<file path="src/rtl/stu_pkg.sv">
// Shared constants, opcodes and types for the seconds/microseconds arithmetic unit.
`timescale 1ns / 1ps
`default_nettype none

package stu_pkg;

  localparam int SEC_WIDTH_DEF = 40;
  localparam int OP_W          = 4;
  localparam int USEC_W        = 21;
  localparam int UNORM_W       = 22;  // microseconds before normalization
  localparam int USEC_MAG_W    = 20;  // magnitude below one second
  localparam int MS_W          = 50;
  localparam int ORDER_W       = 2;
  localparam int NUM_STAGES    = 8;

  localparam logic [OP_W-1:0] OP_ADD      = 4'd0;
  localparam logic [OP_W-1:0] OP_SUB      = 4'd1;
  localparam logic [OP_W-1:0] OP_INC      = 4'd2;
  localparam logic [OP_W-1:0] OP_DEC      = 4'd3;
  localparam logic [OP_W-1:0] OP_CMP      = 4'd4;
  localparam logic [OP_W-1:0] OP_TO_MS    = 4'd5;
  localparam logic [OP_W-1:0] OP_FROM_MS  = 4'd6;
  localparam logic [OP_W-1:0] OP_ADD_SECS = 4'd7;
  localparam logic [OP_W-1:0] OP_SUB_SECS = 4'd8;

  localparam logic [ORDER_W-1:0] ORDER_LESS    = 2'd0;
  localparam logic [ORDER_W-1:0] ORDER_EQUAL   = 2'd1;
  localparam logic [ORDER_W-1:0] ORDER_GREATER = 2'd2;

  localparam int USEC_PER_SEC = 1000000;
  localparam int MS_FACTOR    = 1000;

  // Microseconds divided by 1000 through a reciprocal: exact below 2^21.
  localparam int AU_MAG_W  = 21;
  localparam int AU_K_W    = 22;
  localparam int AU_SHIFT  = 31;
  localparam int AU_Q_W    = 11;
  localparam int AU_PROD_W = AU_SHIFT + AU_Q_W;
  localparam logic [AU_K_W-1:0] AU_K = 22'd2147484;

  // One long-division digit by 1000 through a reciprocal: exact below 2^26.
  localparam int DIV_Q_W    = 16;
  localparam int DIV_R_W    = 10;
  localparam int DIV_X_W    = DIV_R_W + DIV_Q_W;
  localparam int DIV_K_W    = 27;
  localparam int DIV_SHIFT  = 36;
  localparam int DIV_PROD_W = DIV_SHIFT + DIV_Q_W;
  localparam logic [DIV_K_W-1:0] DIV_K = 27'd68719477;
  localparam int MS_TOP_W   = MS_W - 2 * DIV_Q_W;
  localparam int QALL_W     = 3 * DIV_Q_W;

  typedef logic [OP_W-1:0] op_t;

  // Load enables of the two register stages that a unit spans.
  typedef struct packed {
    logic first;
    logic second;
  } stage_en_t;

endpackage

`default_nettype wire

</file>
<file path="src/rtl/stu_norm.sv">
// Two pipeline stages: microsecond carry and sign fix-up, plus the to-milliseconds sum.
`timescale 1ns / 1ps
`default_nettype none

module stu_norm #(
  parameter int SEC_WIDTH = stu_pkg::SEC_WIDTH_DEF
) (
  input  logic                                 clk,
  input  stu_pkg::stage_en_t                   en,
  input  stu_pkg::op_t                         op_in,
  input  logic signed [SEC_WIDTH-1:0]          sec_in,
  input  logic signed [stu_pkg::UNORM_W-1:0]   usec_in,
  input  logic [stu_pkg::MS_W-1:0]             a_ms,
  input  logic [stu_pkg::AU_MAG_W-1:0]         au_mag,
  input  logic                                 au_neg,
  output stu_pkg::op_t                         op,
  output logic signed [SEC_WIDTH-1:0]          sec,
  output logic signed [stu_pkg::USEC_W-1:0]    usec,
  output logic [stu_pkg::MS_W-1:0]             msec
);

  logic                               is_norm;
  logic                               u_neg;
  logic [stu_pkg::UNORM_W-1:0]        u_mag;
  logic [stu_pkg::UNORM_W-1:0]        u_rem_w;
  logic [1:0]                         carry;
  logic signed [SEC_WIDTH-1:0]        carry_s;
  logic signed [SEC_WIDTH-1:0]        sec_carried;
  logic signed [stu_pkg::USEC_W-1:0]  usec_carried;

  stu_pkg::op_t                       op_mid;
  logic                               norm_mid;
  logic signed [SEC_WIDTH-1:0]        sec_mid;
  logic signed [stu_pkg::USEC_W-1:0]  usec_mid;
  logic [stu_pkg::MS_W-1:0]           a_ms_mid;
  logic [stu_pkg::AU_PROD_W-1:0]      prod_au;
  logic                               au_neg_mid;

  logic [stu_pkg::AU_Q_W-1:0]         au_q;
  logic [stu_pkg::MS_W-1:0]           au_frac;
  logic signed [SEC_WIDTH-1:0]        sec_fix;
  logic signed [stu_pkg::USEC_W-1:0]  usec_fix;

  // Carry whole seconds out of the microseconds, truncating toward zero.
  always_comb begin
    is_norm = op_in == stu_pkg::OP_ADD || op_in == stu_pkg::OP_SUB ||
              op_in == stu_pkg::OP_INC || op_in == stu_pkg::OP_DEC;
    u_neg   = usec_in[stu_pkg::UNORM_W-1];
    u_mag   = u_neg ? unsigned'(-usec_in) : unsigned'(usec_in);
    if (u_mag >= stu_pkg::UNORM_W'(2 * stu_pkg::USEC_PER_SEC)) begin
      carry   = 2'd2;
      u_rem_w = u_mag - stu_pkg::UNORM_W'(2 * stu_pkg::USEC_PER_SEC);
    end else if (u_mag >= stu_pkg::UNORM_W'(stu_pkg::USEC_PER_SEC)) begin
      carry   = 2'd1;
      u_rem_w = u_mag - stu_pkg::UNORM_W'(stu_pkg::USEC_PER_SEC);
    end else begin
      carry   = 2'd0;
      u_rem_w = u_mag;
    end
    carry_s      = signed'(SEC_WIDTH'(carry));
    sec_carried  = u_neg ? sec_in - carry_s : sec_in + carry_s;
    usec_carried = signed'(stu_pkg::USEC_W'(u_rem_w[stu_pkg::USEC_MAG_W-1:0]));
    if (u_neg) begin
      usec_carried = -usec_carried;
    end
  end

  always_ff @(posedge clk) begin
    if (en.first) begin
      op_mid     <= op_in;
      norm_mid   <= is_norm;
      sec_mid    <= is_norm ? sec_carried : sec_in;
      usec_mid   <= is_norm ? usec_carried : usec_in[stu_pkg::USEC_W-1:0];
      a_ms_mid   <= a_ms;
      prod_au    <= au_mag * stu_pkg::AU_K;
      au_neg_mid <= au_neg;
    end
  end

  // Give the microseconds the sign of the seconds by borrowing one second.
  always_comb begin
    au_q     = prod_au[stu_pkg::AU_SHIFT +: stu_pkg::AU_Q_W];
    au_frac  = au_neg_mid ? -stu_pkg::MS_W'(au_q) : stu_pkg::MS_W'(au_q);
    sec_fix  = sec_mid;
    usec_fix = usec_mid;
    if (norm_mid && sec_mid > 0 && usec_mid < 0) begin
      sec_fix  = sec_mid - SEC_WIDTH'(1);
      usec_fix = usec_mid + stu_pkg::USEC_W'(stu_pkg::USEC_PER_SEC);
    end else if (norm_mid && sec_mid < 0 && usec_mid > 0) begin
      sec_fix  = sec_mid + SEC_WIDTH'(1);
      usec_fix = usec_mid - stu_pkg::USEC_W'(stu_pkg::USEC_PER_SEC);
    end
  end

  always_ff @(posedge clk) begin
    if (en.second) begin
      op   <= op_mid;
      sec  <= sec_fix;
      usec <= usec_fix;
      msec <= a_ms_mid + au_frac;
    end
  end

endmodule

`default_nettype wire

</file>
<file path="config.mk">
export PLATFORM = sky130hd
export DESIGN_NAME = stu_norm
export DESIGN_NICKNAME = d
export VERILOG_FILES = /design/src/rtl/stu_pkg.sv /design/src/rtl/stu_norm.sv
export SDC_FILE = /design/constraint.sdc
export NUM_CORES = 1
export LEC_CHECK = 0
export BUFFER_PORTS_ARGS = -buffer_cell sky130_fd_sc_hd__buf_2
export CORE_MARGIN = 8
export CORE_UTILIZATION = 30
export DETAILED_ROUTE_END_ITERATION = 10
export MAX_ROUTING_LAYER = met4
export PLACE_DENSITY = 0.5
export SLEW_MARGIN = 20
export SYNTH_ARGS = -nofsm -noshare
export SYNTH_HDL_FRONTEND = slang
export SYNTH_SLANG_ARGS = --single-unit
</file>
<file path="constraint.sdc">
create_clock -name clk -period 10.3 [get_ports clk]
set_input_delay 1.03 -clock clk [delete_from_list [all_inputs] [get_ports clk]]
set_output_delay 1.03 -clock clk [all_outputs]
set_load 0.01 [all_outputs]
</file>
==> flow_metrics.py, run 1 <==
metrics = {
    "critical_path": {
        "reg2reg_depth": 16,
        "cp-end-kind": "register",
        "cp-start-kind": "input pin",
        "arrival_ps": 7780,
        "crit_fanout": 29,
        "timing.rr.end": "msec[25]",
        "crit_start": "usec_in[21]",
        "setup.worst_path.end": "sec_mid[33]",
        "critPathRequiredTime_ps": 10580,
        "critPathKind": "input pin to register",
        "r2r_slack_ps": 4900,
        "r2r_start": "prod_au[38]",
    },
    "job": {
        "maxCapViolCount": 0,
    },
    "synthesis": {
        "synthCells": 2162,
        "synthAdderAreaFrac_pct": 24.67,
        "avgSynthCellArea_um2": 9.987,
        "synth_compound_area_share_pct": 15.11,
        "synth_simple_gate_area_share_pct": 13.13,
        "synthesis.area_mm2": 0.02159,
        "yosysUniqueCellTypes": 86,
        "synth_top_area_cell": "edfxtp_1",
        "ys_seq_area_share_pct": 33.79,
        "synth_xor_area_share_pct": 7.661,
        "synth_area_leaders": "edfxtp_1 34%, ha_1 16%, fa_1 8.6%",
        "synthMuxAreaShare_pct": 0.2781,
        "synth_edf_count": 243,
        "ys_seq_elements": 243,
        "synthArstFlopShare_pct": 0,
        "synthFlopType": "edfxtp_1",
        "synth_top_cell_area_share_pct": 33.79,
        "synth_top_family_by_area": "adder cells",
        "synth.net_count": 2673,
        "ys_warn_count": 0,
    },
    "global_route": {
        "grtUsageMet2_pct": 24.35,
        "grt_usage_pct": 14.81,
        "grt_pass1_wl_um": 95080,
        "grt_max_degree": 71,
        "grt_use_met3_pct": 2.098,
        "grt_use_met1_pct": 19.39,
        "antenna_found_initial": 20,
        "grt_pass1_vias": 17020,
        "busiest_layer": "met2",
        "overflow": 0,
    },
    "floorplanning": {
        "initial_core_util_pct": 30.26,
        "ios": 256,
        "coreArea_mm2": 0.07136,
        "fp.dieArea_mm2": 0.08082,
        "rows": 98,
        "chipHeight_um": 284.3,
        "die_w_um": 284.3,
    },
    "cts": {
        "holdBufCountCts": 0,
        "cts_tree": "done",
        "clk_latency_ps": 580,
        "cts.sinks": 243,
        "root_buffer": "clkbuf_16",
        "path_clk_slew_ps": 60,
        "cts_buffer_depth": 3,
        "cts.repair.resized": 0,
        "cts_setup_buffers": 0,
        "htreeDepth": 1,
        "cts_buffers": 30,
    },
    "finish": {
        "multiInputGateArea_mm2": 0.01315,
        "final_common_cell": "ha_1",
        "regArea_mm2": 0.007297,
        "area_growth_pct": 15.87,
        "final_util_pct": 35.06,
        "final_cell_mix": "277 x ha_1, 253 x buf_2, 248 x inv_1",
        "drive_gt1_share_pct": 14.64,
        "fill_cells": 7307,
        "nNetsFinal": 2919,
    },
    "timing": {
        "max_freq_mhz": 133.4,
        "timing.final.hold_violations": 0,
        "slew_headroom_pct": 32.55,
        "rsz0062_at_grt": "no",
        "final-max-slew-violation-count": 0,
        "fin_worst_skew_ps": 22.35,
        "fin_crit_sh_pct": 72.76,
        "tns_ps": 0,
        "min_period_ps": 7494,
        "tightest_slew_ps": 1012,
        "finalSetupViolCount": 0,
        "worst_slack_ps": 2806,
    },
    "placement": {
        "dp_hpwl_um": 49450,
        "io_buffers": 255,
        "gp_congestion": 0.8784,
        "place_ws_ps": 2231,
    },
    "routing": {
        "drtIter0Drc": 865,
        "postRouteAntennaNets": 0,
        "drc": 0,
        "dr.pass1.iters": 5,
        "wl_um": 60600,
        "vias": 16750,
        "viasPerCell": 4.940,
        "wl_per_cell_um": 17.88,
    },
    "outcome": {
        "status": "completed",
    },
    "pwr": {
        "p_leak_nw": 10.90,
        "p_per_area_mw_per_mm2": 184.3,
        "ir_drop_mv": 0.1273,
    },
    "hold_path": {
        "worstHoldPathType": "register to register",
    },
}
-- per-layer routing --
layer	vias to the layer above	wire, um	share of wire, %
li1	8316	-	-
met1	7992	28510	47
met2	375	28280	47
met3	65	2785	4.6
met4	0	1033	1.7
met5	-	0	0
-- Yosys cell counts, types with 22 or more instances --
| master | count |
|---|---|
| o21ai_0 | 111 |
| nand3_1 | 44 |
| or3_1 | 27 |
| a21o_1 | 66 |
| ha_1 | 277 |
| and3_1 | 22 |
| o31ai_1 | 22 |
| clkbuf_1 | 41 |
| nand2_1 | 159 |
| edfxtp_1 | 243 |
| inv_1 | 248 |
| nor3_1 | 54 |
| xnor2_1 | 114 |
| a21oi_1 | 111 |
| nor2_1 | 121 |
| xor2_1 | 73 |
| fa_1 | 93 |
-- power by group --
| part | total (W) | switching (W) | internal, W |
|---|---|---|---|
| logic | 0.00209 | 0.00118 | 0.000906 |
| registers | 0.00139 | 0.0000920 | 0.00130 |
| clock network | 0.00113 | 0.000445 | 0.000689 |
-- worst max-delay path, cell delays in order --
cell and delay [ps]:
buf_2 420, buf_4 340, o21ai_0 150, xor2_1 460
inv_1 160, ha_1 210, nand3_1 70, a31oi_1 100
o31a_1 300, o21ai_2 440, nor2_1 190, inv_1 670
ha_1 390, a21o_1 200, a21o_1 170, a21o_1 170
a21o_1 180, a2111o_1 400, a41oi_1 300, nor3_1 140
o41ai_1 680, a211oi_1 170, nor2b_1 180, xor2_1 140
o21ai_0 90
-- registers in the layout, summed over array words and instances (netlist names) --
register	count
a_ms_mid	50
msec	50
sec	40
sec_mid	40
usec	21
usec_mid	21
prod_au	11
op	4
op_mid	4
au_neg_mid	1
norm_mid	1
-- kinds of logic (layout without fill, tap and decap cells) --
family | Yosys count | after routing
AO/OA/AOI/OAI | 490 | 490
XOR/XNOR | 188 | 188
adder cells (fa/ha/maj) | 370 | 370
buffers and inverters | 301 | 571
flip-flops | 243 | 243
multiplexers | 6 | 6
other | 0 | 8
AND/OR/NAND/NOR | 564 | 564
-- worst min path at each step --
stage | depth (start not counted) | endpoint | startpoint | slack (ps)
after floorplan | 0 | op[0] | op_mid[0] | 400
after global placement | 0 | op[1] | op_mid[1] | 400
after detailed placement | 0 | op[0] | op_mid[0] | 420
after CTS | 0 | op[0] | op_mid[0] | 430
after global routing | 0 | op[0] | op_mid[0] | 430
final | 0 | op[0] | op_mid[0] | 420
-- stage by stage --
step                hold slack [ps]  power [W]  area [um^2]  instances
global placement              401.7   0.003479        23930       3326
detailed placement            415.8   0.003512        23930       3326
floorplan                     400.3   0.002876        21590       2162
global route                  430.7   0.005009        25020       3390
CTS                           431.3   0.004688        25000       3382
finish                        424.5   0.004611        25020       3390
-- area by class of cell --
class,count,share of cell area (%)
Multi-Input combinational cell,1618,52.55
Sequential cell,243,29.17
Antenna cell,8,0.08002
Tap cell,950,4.751
Clock buffer,31,3.016
Inverter,250,3.751
Clock inverter,25,1.255
Timing Repair Buffer,265,5.436
(Power assumes the default switching activity.)
==> inputs of run 2 (changes only) <==
--- a/config.mk
+++ b/config.mk
@@ -5,12 +5,13 @@
 export SDC_FILE = /design/constraint.sdc
 export NUM_CORES = 1
 export LEC_CHECK = 0
+export ABC_AREA = 1
 export BUFFER_PORTS_ARGS = -buffer_cell sky130_fd_sc_hd__buf_2
 export CORE_MARGIN = 8
 export CORE_UTILIZATION = 30
 export DETAILED_ROUTE_END_ITERATION = 10
 export MAX_ROUTING_LAYER = met4
-export PLACE_DENSITY = 0.5
+export PLACE_DENSITY = 0.51
 export SLEW_MARGIN = 20
 export SYNTH_ARGS = -nofsm -noshare
 export SYNTH_HDL_FRONTEND = slang
==> constraint.sdc (replaced) <==
create_clock -name clk -period 6.8 [get_ports clk]
set_input_delay 0.68 -clock clk [delete_from_list [all_inputs] [get_ports clk]]
set_output_delay 0.68 -clock clk [all_outputs]
set_load 0.01 [all_outputs]
==> run 2 against run 1 <==
Against the previous run:
- synthesized cell count is 30% higher
- clock-buffer cell count down 3
- cell area rose by 7.9%
- clock skew up 5.3 ps
- via count rose by 17%
- largest cell class unchanged
- wire length rose by 19%
- die area grew 8.4%
==> flow_metrics.py, run 2 <==
metrics = {
    "outcome": {
        "status": "completed",
    },
    "finish": {
        "top_regs": "a_ms_mid (50), msec (50)",
        "regArea_mm2": 0.007297,
        "drive_gt1_share_pct": 14.65,
        "multiInputGateArea_mm2": 0.01431,
        "final_common_cell": "nand2_1",
        "area_growth_pct": 14.76,
        "fill_cells": 8232,
        "nNetsFinal": 3577,
        "final_cell_mix": "487 x nand2_1, 438 x inv_1, 277 x ha_1",
        "final_util_pct": 34.79,
    },
    "cts": {
        "clk_latency_ps": 550,
        "cts.repair.resized": 0,
        "cts_tree": "done",
        "cts_setup_buffers": 0,
        "cts_buffers": 27,
        "root_buffer": "clkbuf_16",
        "cts.sinks": 243,
        "htreeDepth": 1,
        "path_clk_slew_ps": 70,
        "holdBufCountCts": 0,
        "cts_buffer_depth": 3,
    },
    "timing": {
        "tns_ps": 0,
        "max_freq_mhz": 173.8,
        "finalSetupViolCount": 0,
        "hold_slack_ps": 297.3,
        "tightest_slew_ps": 1040,
        "slew_headroom_pct": 29.74,
        "fin_worst_skew_ps": 27.70,
        "fin_crit_sh_pct": 84.60,
        "rsz0062_at_grt": "no",
        "timing.final.hold_violations": 0,
        "min_period_ps": 5753,
        "final-max-slew-violation-count": 0,
    },
    "synthesis": {
        "ys_warn_count": 0,
        "synthFlopType": "edfxtp_1",
        "synth_simple_gate_area_share_pct": 20.77,
        "synth_top_area_cell": "edfxtp_1",
        "synth_compound_area_share_pct": 11.37,
        "synth_top_family_by_area": "adder cells",
        "avgSynthCellArea_um2": 8.388,
        "synth_xor_area_share_pct": 5.995,
        "synth_area_leaders": "edfxtp_1 31%, ha_1 15%, fa_1 7.9%",
        "yosysMostFrequentCell": "nand2_1",
        "synthesis.area_mm2": 0.02352,
        "synthAdderAreaFrac_pct": 22.65,
        "synthMuxAreaShare_pct": 0.04256,
        "synthArstFlopShare_pct": 0,
        "ys_seq_area_share_pct": 31.02,
        "synth_common_cells": "487 x nand2_1, 439 x inv_1, 277 x ha_1, 243 x edfxtp_1, 230 x nor2_1",
        "synth_edf_count": 243,
        "yosysUniqueCellTypes": 66,
        "synth.net_count": 3315,
        "synthCells": 2804,
        "synth_top_cell_area_share_pct": 31.02,
        "ys_seq_elements": 243,
    },
    "global_route": {
        "grt_pass1_vias": 18860,
        "grt_usage_pct": 16.26,
        "grt_max_degree": 79,
        "grt_pass1_wl_um": 109100,
        "antenna_found_initial": 33,
        "overflow": 0,
    },
    "floorplanning": {
        "fp.dieArea_mm2": 0.08762,
        "die_w_um": 296.0,
        "rows": 102,
        "chipHeight_um": 296.0,
        "coreArea_mm2": 0.07759,
        "initial_core_util_pct": 30.31,
        "ios": 256,
    },
    "critical_path": {
        "worstPathCellList": "buf_2, ha_1, ha_1, fa_1, inv_1, fa_1, inv_1, fa_1, fa_1, inv_1, fa_1, inv_1, ha_1, nand2_1, nor2_1, nand2_1, o211ai_1, inv_1, nor2_1, a2111oi_0, o21ai_0, a21oi_1, o221ai_1, xor2_1",
        "arrival_ps": 6050,
        "crit_path_top_delay_cell": "fa_1",
        "cp-start-kind": "input pin",
        "critPathKind": "input pin to register",
        "critPathRequiredTime_ps": 7100,
        "crit_buf_inv": 6,
        "crit_fanout": 6,
        "critPathMaxStageDelay_ps": 540,
        "cp-end-kind": "register",
        "cp_top_family": "adder cells",
    },
    "placement": {
        "gp_congestion": 0.9386,
        "dp_hpwl_um": 60480,
        "io_buffers": 255,
    },
    "pwr": {
        "p_per_area_mw_per_mm2": 276.9,
        "finalPower_w": 0.007475,
        "ir_drop_mv": 0.1918,
        "p_leak_nw": 12.41,
    },
    "routing": {
        "wl_per_cell_um": 17.34,
        "postRouteAntennaNets": 0,
        "dr.pass1.iters": 5,
        "drc": 0,
        "drtIter0Drc": 1284,
        "wl_um": 71940,
        "vias": 19530,
        "viasPerCell": 4.707,
    },
    "job": {
        "maxCapViolCount": 0,
    },
    "hold_path": {
        "worstHoldPathType": "input pin to register",
    },
}
-- run 2: cell count changes after synthesis, moves of 58 or more --
cell / change
nand3_1: +80
xnor2_1: -63
nand2_1: +328
o21ai_0: +58
inv_1: +191
nor2_1: +109
a21oi_1: +65
a21o_1: -62
-- run 2: routing by layer --
| metal | wire length [um] | GRT usage, % |
|---|---|---|
| met5 | 0 | - |
| met4 | 1411 | 3.698 |
| met2 | 32690 | 25.81 |
| met1 | 33770 | 22.02 |
| met3 | 4064 | 2.223 |
-- run 2: worst paths after layout --
kind,from,end,slack (ps),cells after the start
worst max-delay path,au_mag[6],prod_au[41],1050,24
worst min-delay path,a_ms[15],a_ms_mid[15],300,1
worst max register to register,prod_au[31],msec[45],1610,18
worst min register to register,op_mid[3],op[3],420,0
-- run 2: cell families (layout without fill, tap and decap cells) --
group,count (synthesis),after routing
buffers and inverters,492,774
adders and majority gates,370,370
other,0,23
muxes,1,1
DFF,243,243
and+or+nand+nor,1061,1061
AOI/OAI and AO/OA,476,476
xor gates and xnor gates,161,161
-- run 2: final cells by class --
cell class / instances / area share, %
Inverter: 454 / 6.341
Tap cell: 1040 / 4.821
Antenna cell: 23 / 0.2132
Sequential cell: 243 / 27.03
Clock inverter: 21 / 0.8436
Multi-Input combinational cell: 2069 / 53.03
Timing Repair Buffer: 271 / 5.205
Clock buffer: 28 / 2.517
-- run 2: where the power goes --
part	total (W)	switching, W	internal [W]
clock	0.00149	0.000613	0.000881
combinational	0.00389	0.00241	0.00148
sequential	0.00209	0.000124	0.00197
-- run 2: stage by stage --
step	setup WS (ps)	std cells	area [um^2]
final	1047	4149	26990
after floorplan	1051	2804	23520
after CTS	1088	4126	26940
after global routing	643.5	4145	26980
after detailed placement	464.3	4077	26030
after global placement	608.1	4077	26030
-- run 2: worst register-to-register path: cells and delay by family (launching register included) --
| family | cells | cell delay, ps |
|---|---|---|
| XOR/XNOR | 1 | 100 |
| flip-flops | 1 | 470 |
| adder cells (fa/ha/maj) | 2 | 630 |
| AO/OA/AOI/OAI | 10 | 2560 |
| AND/OR/NAND/NOR | 3 | 980 |
| buffers and inverters | 2 | 170 |
==> inputs of run 3 (changes only) <==
==> constraint.sdc (replaced) <==
create_clock -name clk -period 5.2 [get_ports clk]
set_input_delay 0.52 -clock clk [delete_from_list [all_inputs] [get_ports clk]]
set_output_delay 0.52 -clock clk [all_outputs]
set_load 0.01 [all_outputs]
==> run 3 against run 2 <==
Against the previous run:
- combinational power grew 65%
- cell area grew 6.1%
- worst hold slack lost 150 ps
- critical path depth shrank 2
- die area is the same
- non-clock buffer count grew 171
- global-route usage grew 0.39 points
- largest power group unchanged
- highest routed layer unchanged
==> flow_metrics.py, run 3 (synthesized netlist as in run 2, its figures left out) <==
metrics = {
    "critical_path": {
        "reg2reg_depth": 21,
        "critPathKind": "input pin to register",
        "critPathRequiredTime_ps": 5480,
        "arrival_ps": 5320,
        "crit_fanout": 4,
        "cp-end-kind": "register",
        "cp-start-kind": "input pin",
    },
    "placement": {
        "place_ws_ps": -573.8,
        "io_buffers": 255,
        "dp_hpwl_um": 62170,
        "gp_congestion": 0.9181,
    },
    "timing": {
        "fin_crit_sh_pct": 96.89,
        "tns_ps": 0,
        "worst_slack_ps": 161.9,
        "slew_headroom_pct": 36.67,
        "max_freq_mhz": 198.5,
        "tightest_slew_ps": 937.5,
        "finalSetupViolCount": 0,
        "final-max-slew-violation-count": 0,
        "fin_worst_skew_ps": 13.81,
        "timing.final.hold_violations": 0,
        "min_period_ps": 5038,
    },
    "cts": {
        "holdBufCountCts": 0,
        "cts_buffer_depth": 3,
        "cts.sinks": 243,
        "cts_tree": "done",
        "root_buffer": "clkbuf_16",
        "cts.repair.resized": 0,
        "clk_latency_ps": 540,
        "cts_setup_buffers": 0,
        "htreeDepth": 1,
        "cts_buffers": 27,
        "path_clk_slew_ps": 60,
    },
    "routing": {
        "drtIter0Drc": 1281,
        "drc": 0,
        "dr.pass1.iters": 5,
        "vias": 20110,
        "wl_um": 72990,
        "postRouteAntennaNets": 0,
        "viasPerCell": 4.658,
        "wl_per_cell_um": 16.91,
    },
    "floorplanning": {
        "ios": 256,
        "rows": 102,
        "chipHeight_um": 296.0,
        "initial_core_util_pct": 30.31,
        "die_w_um": 296.0,
        "fp.dieArea_mm2": 0.08762,
        "coreArea_mm2": 0.07759,
    },
    "finish": {
        "drive_gt1_share_pct": 20.88,
        "top_regs": "a_ms_mid (50), msec (50)",
        "fill_cells": 8145,
        "final_common_cell": "nand2_1",
        "final_cell_mix": "482 x nand2_1, 432 x inv_1, 253 x ha_1, 253 x buf_2, 243 x edfxtp_1",
        "area_growth_pct": 21.77,
        "nNetsFinal": 3748,
    },
    "global_route": {
        "grt_max_degree": 116,
        "grt_usage_pct": 16.66,
        "antenna_found_initial": 31,
        "grt_pass1_vias": 19600,
        "overflow": 0,
        "grt_pass1_wl_um": 112100,
    },
    "pwr": {
        "p_per_area_mw_per_mm2": 385.1,
        "p_leak_nw": 13.23,
        "ir_drop_mv": 0.3597,
        "finalPower_w": 0.01103,
    },
    "outcome": {
        "status": "completed",
    },
    "hold_path": {
        "worstHoldPathType": "input pin to register",
        "hold_depth": 1,
    },
    "job": {
        "maxCapViolCount": 0,
    },
}
## run 3: changes by cell type in the layout (fill, tap and decap cells not counted), moves of 6 or more
cell / change
buf_4: +167
ha_1: -24
o21ai_1: +6
ha_4: +20
a21oi_2: +10
o21ai_0: -8
a21oi_1: -10
inv_1: -6
## run 3: power by group
part           internal, W  switching, W
clock              0.00106      0.000808
sequential         0.00257      0.000166
combinational      0.00292       0.00351
total              0.00655       0.00448
## run 3: per-layer routing
layer	vias up	GRT usage, %	wire length, um
li1	10330	-	-
met1	9287	22.53	34220
met2	418	26.61	33480
met3	72	2.395	3961
met4	0	3.295	1324
met5	-	-	0
## run 3: metrics by stage
| stage | instances | instance area, um^2 | hold slack, ps | util (%) |
|---|---|---|---|---|
| CTS | 4297 | 28510 | 108.3 | 36.74 |
| floorplan | 2804 | 23810 | 400.3 | - |
| global route | 4313 | 28630 | 116.1 | 36.90 |
| detailed placement | 4248 | 27640 | 407.4 | 35.63 |
| global placement | 4248 | 27640 | 402.1 | 35.63 |
| finish | 4317 | 28640 | 148.0 | 36.91 |
## run 3: critical path, cell delays in order
cell	delay, ps
buf_2	140
ha_4	260
ha_2	160
inv_1	70
fa_2	560
inv_1	40
ha_1	270
inv_1	50
fa_1	520
inv_1	50
fa_1	500
fa_2	590
ha_2	270
a21oi_1	140
nor2_1	50
a211oi_1	200
o221ai_1	150
a21oi_1	180
nand2_2	130
a21oi_2	160
o21ai_0	120
xor2_1	170
## run 3: worst paths after layout
path / slack [ps] / end / from
setup / recovery: 160 / prod_au[40] / au_mag[2]
hold / removal: 150 / a_ms_mid[45] / a_ms[45]
setup reg to reg: 550 / msec[42] / prod_au[31]
hold reg to reg: 420 / op[2] / op_mid[2]
## run 3: final cells by class
cell class	count	area (um^2)	share of cell area [%]
antenna	20	50.05	0.1747
clock buffer	28	679.4	2.372
clock inverter	21	183.9	0.6421
inverter	454	1715	5.989
multi-input combinational	2069	14680	51.24
sequential	243	7297	25.48
tap	1040	1301	4.543
timing repair buffer	442	2739	9.562
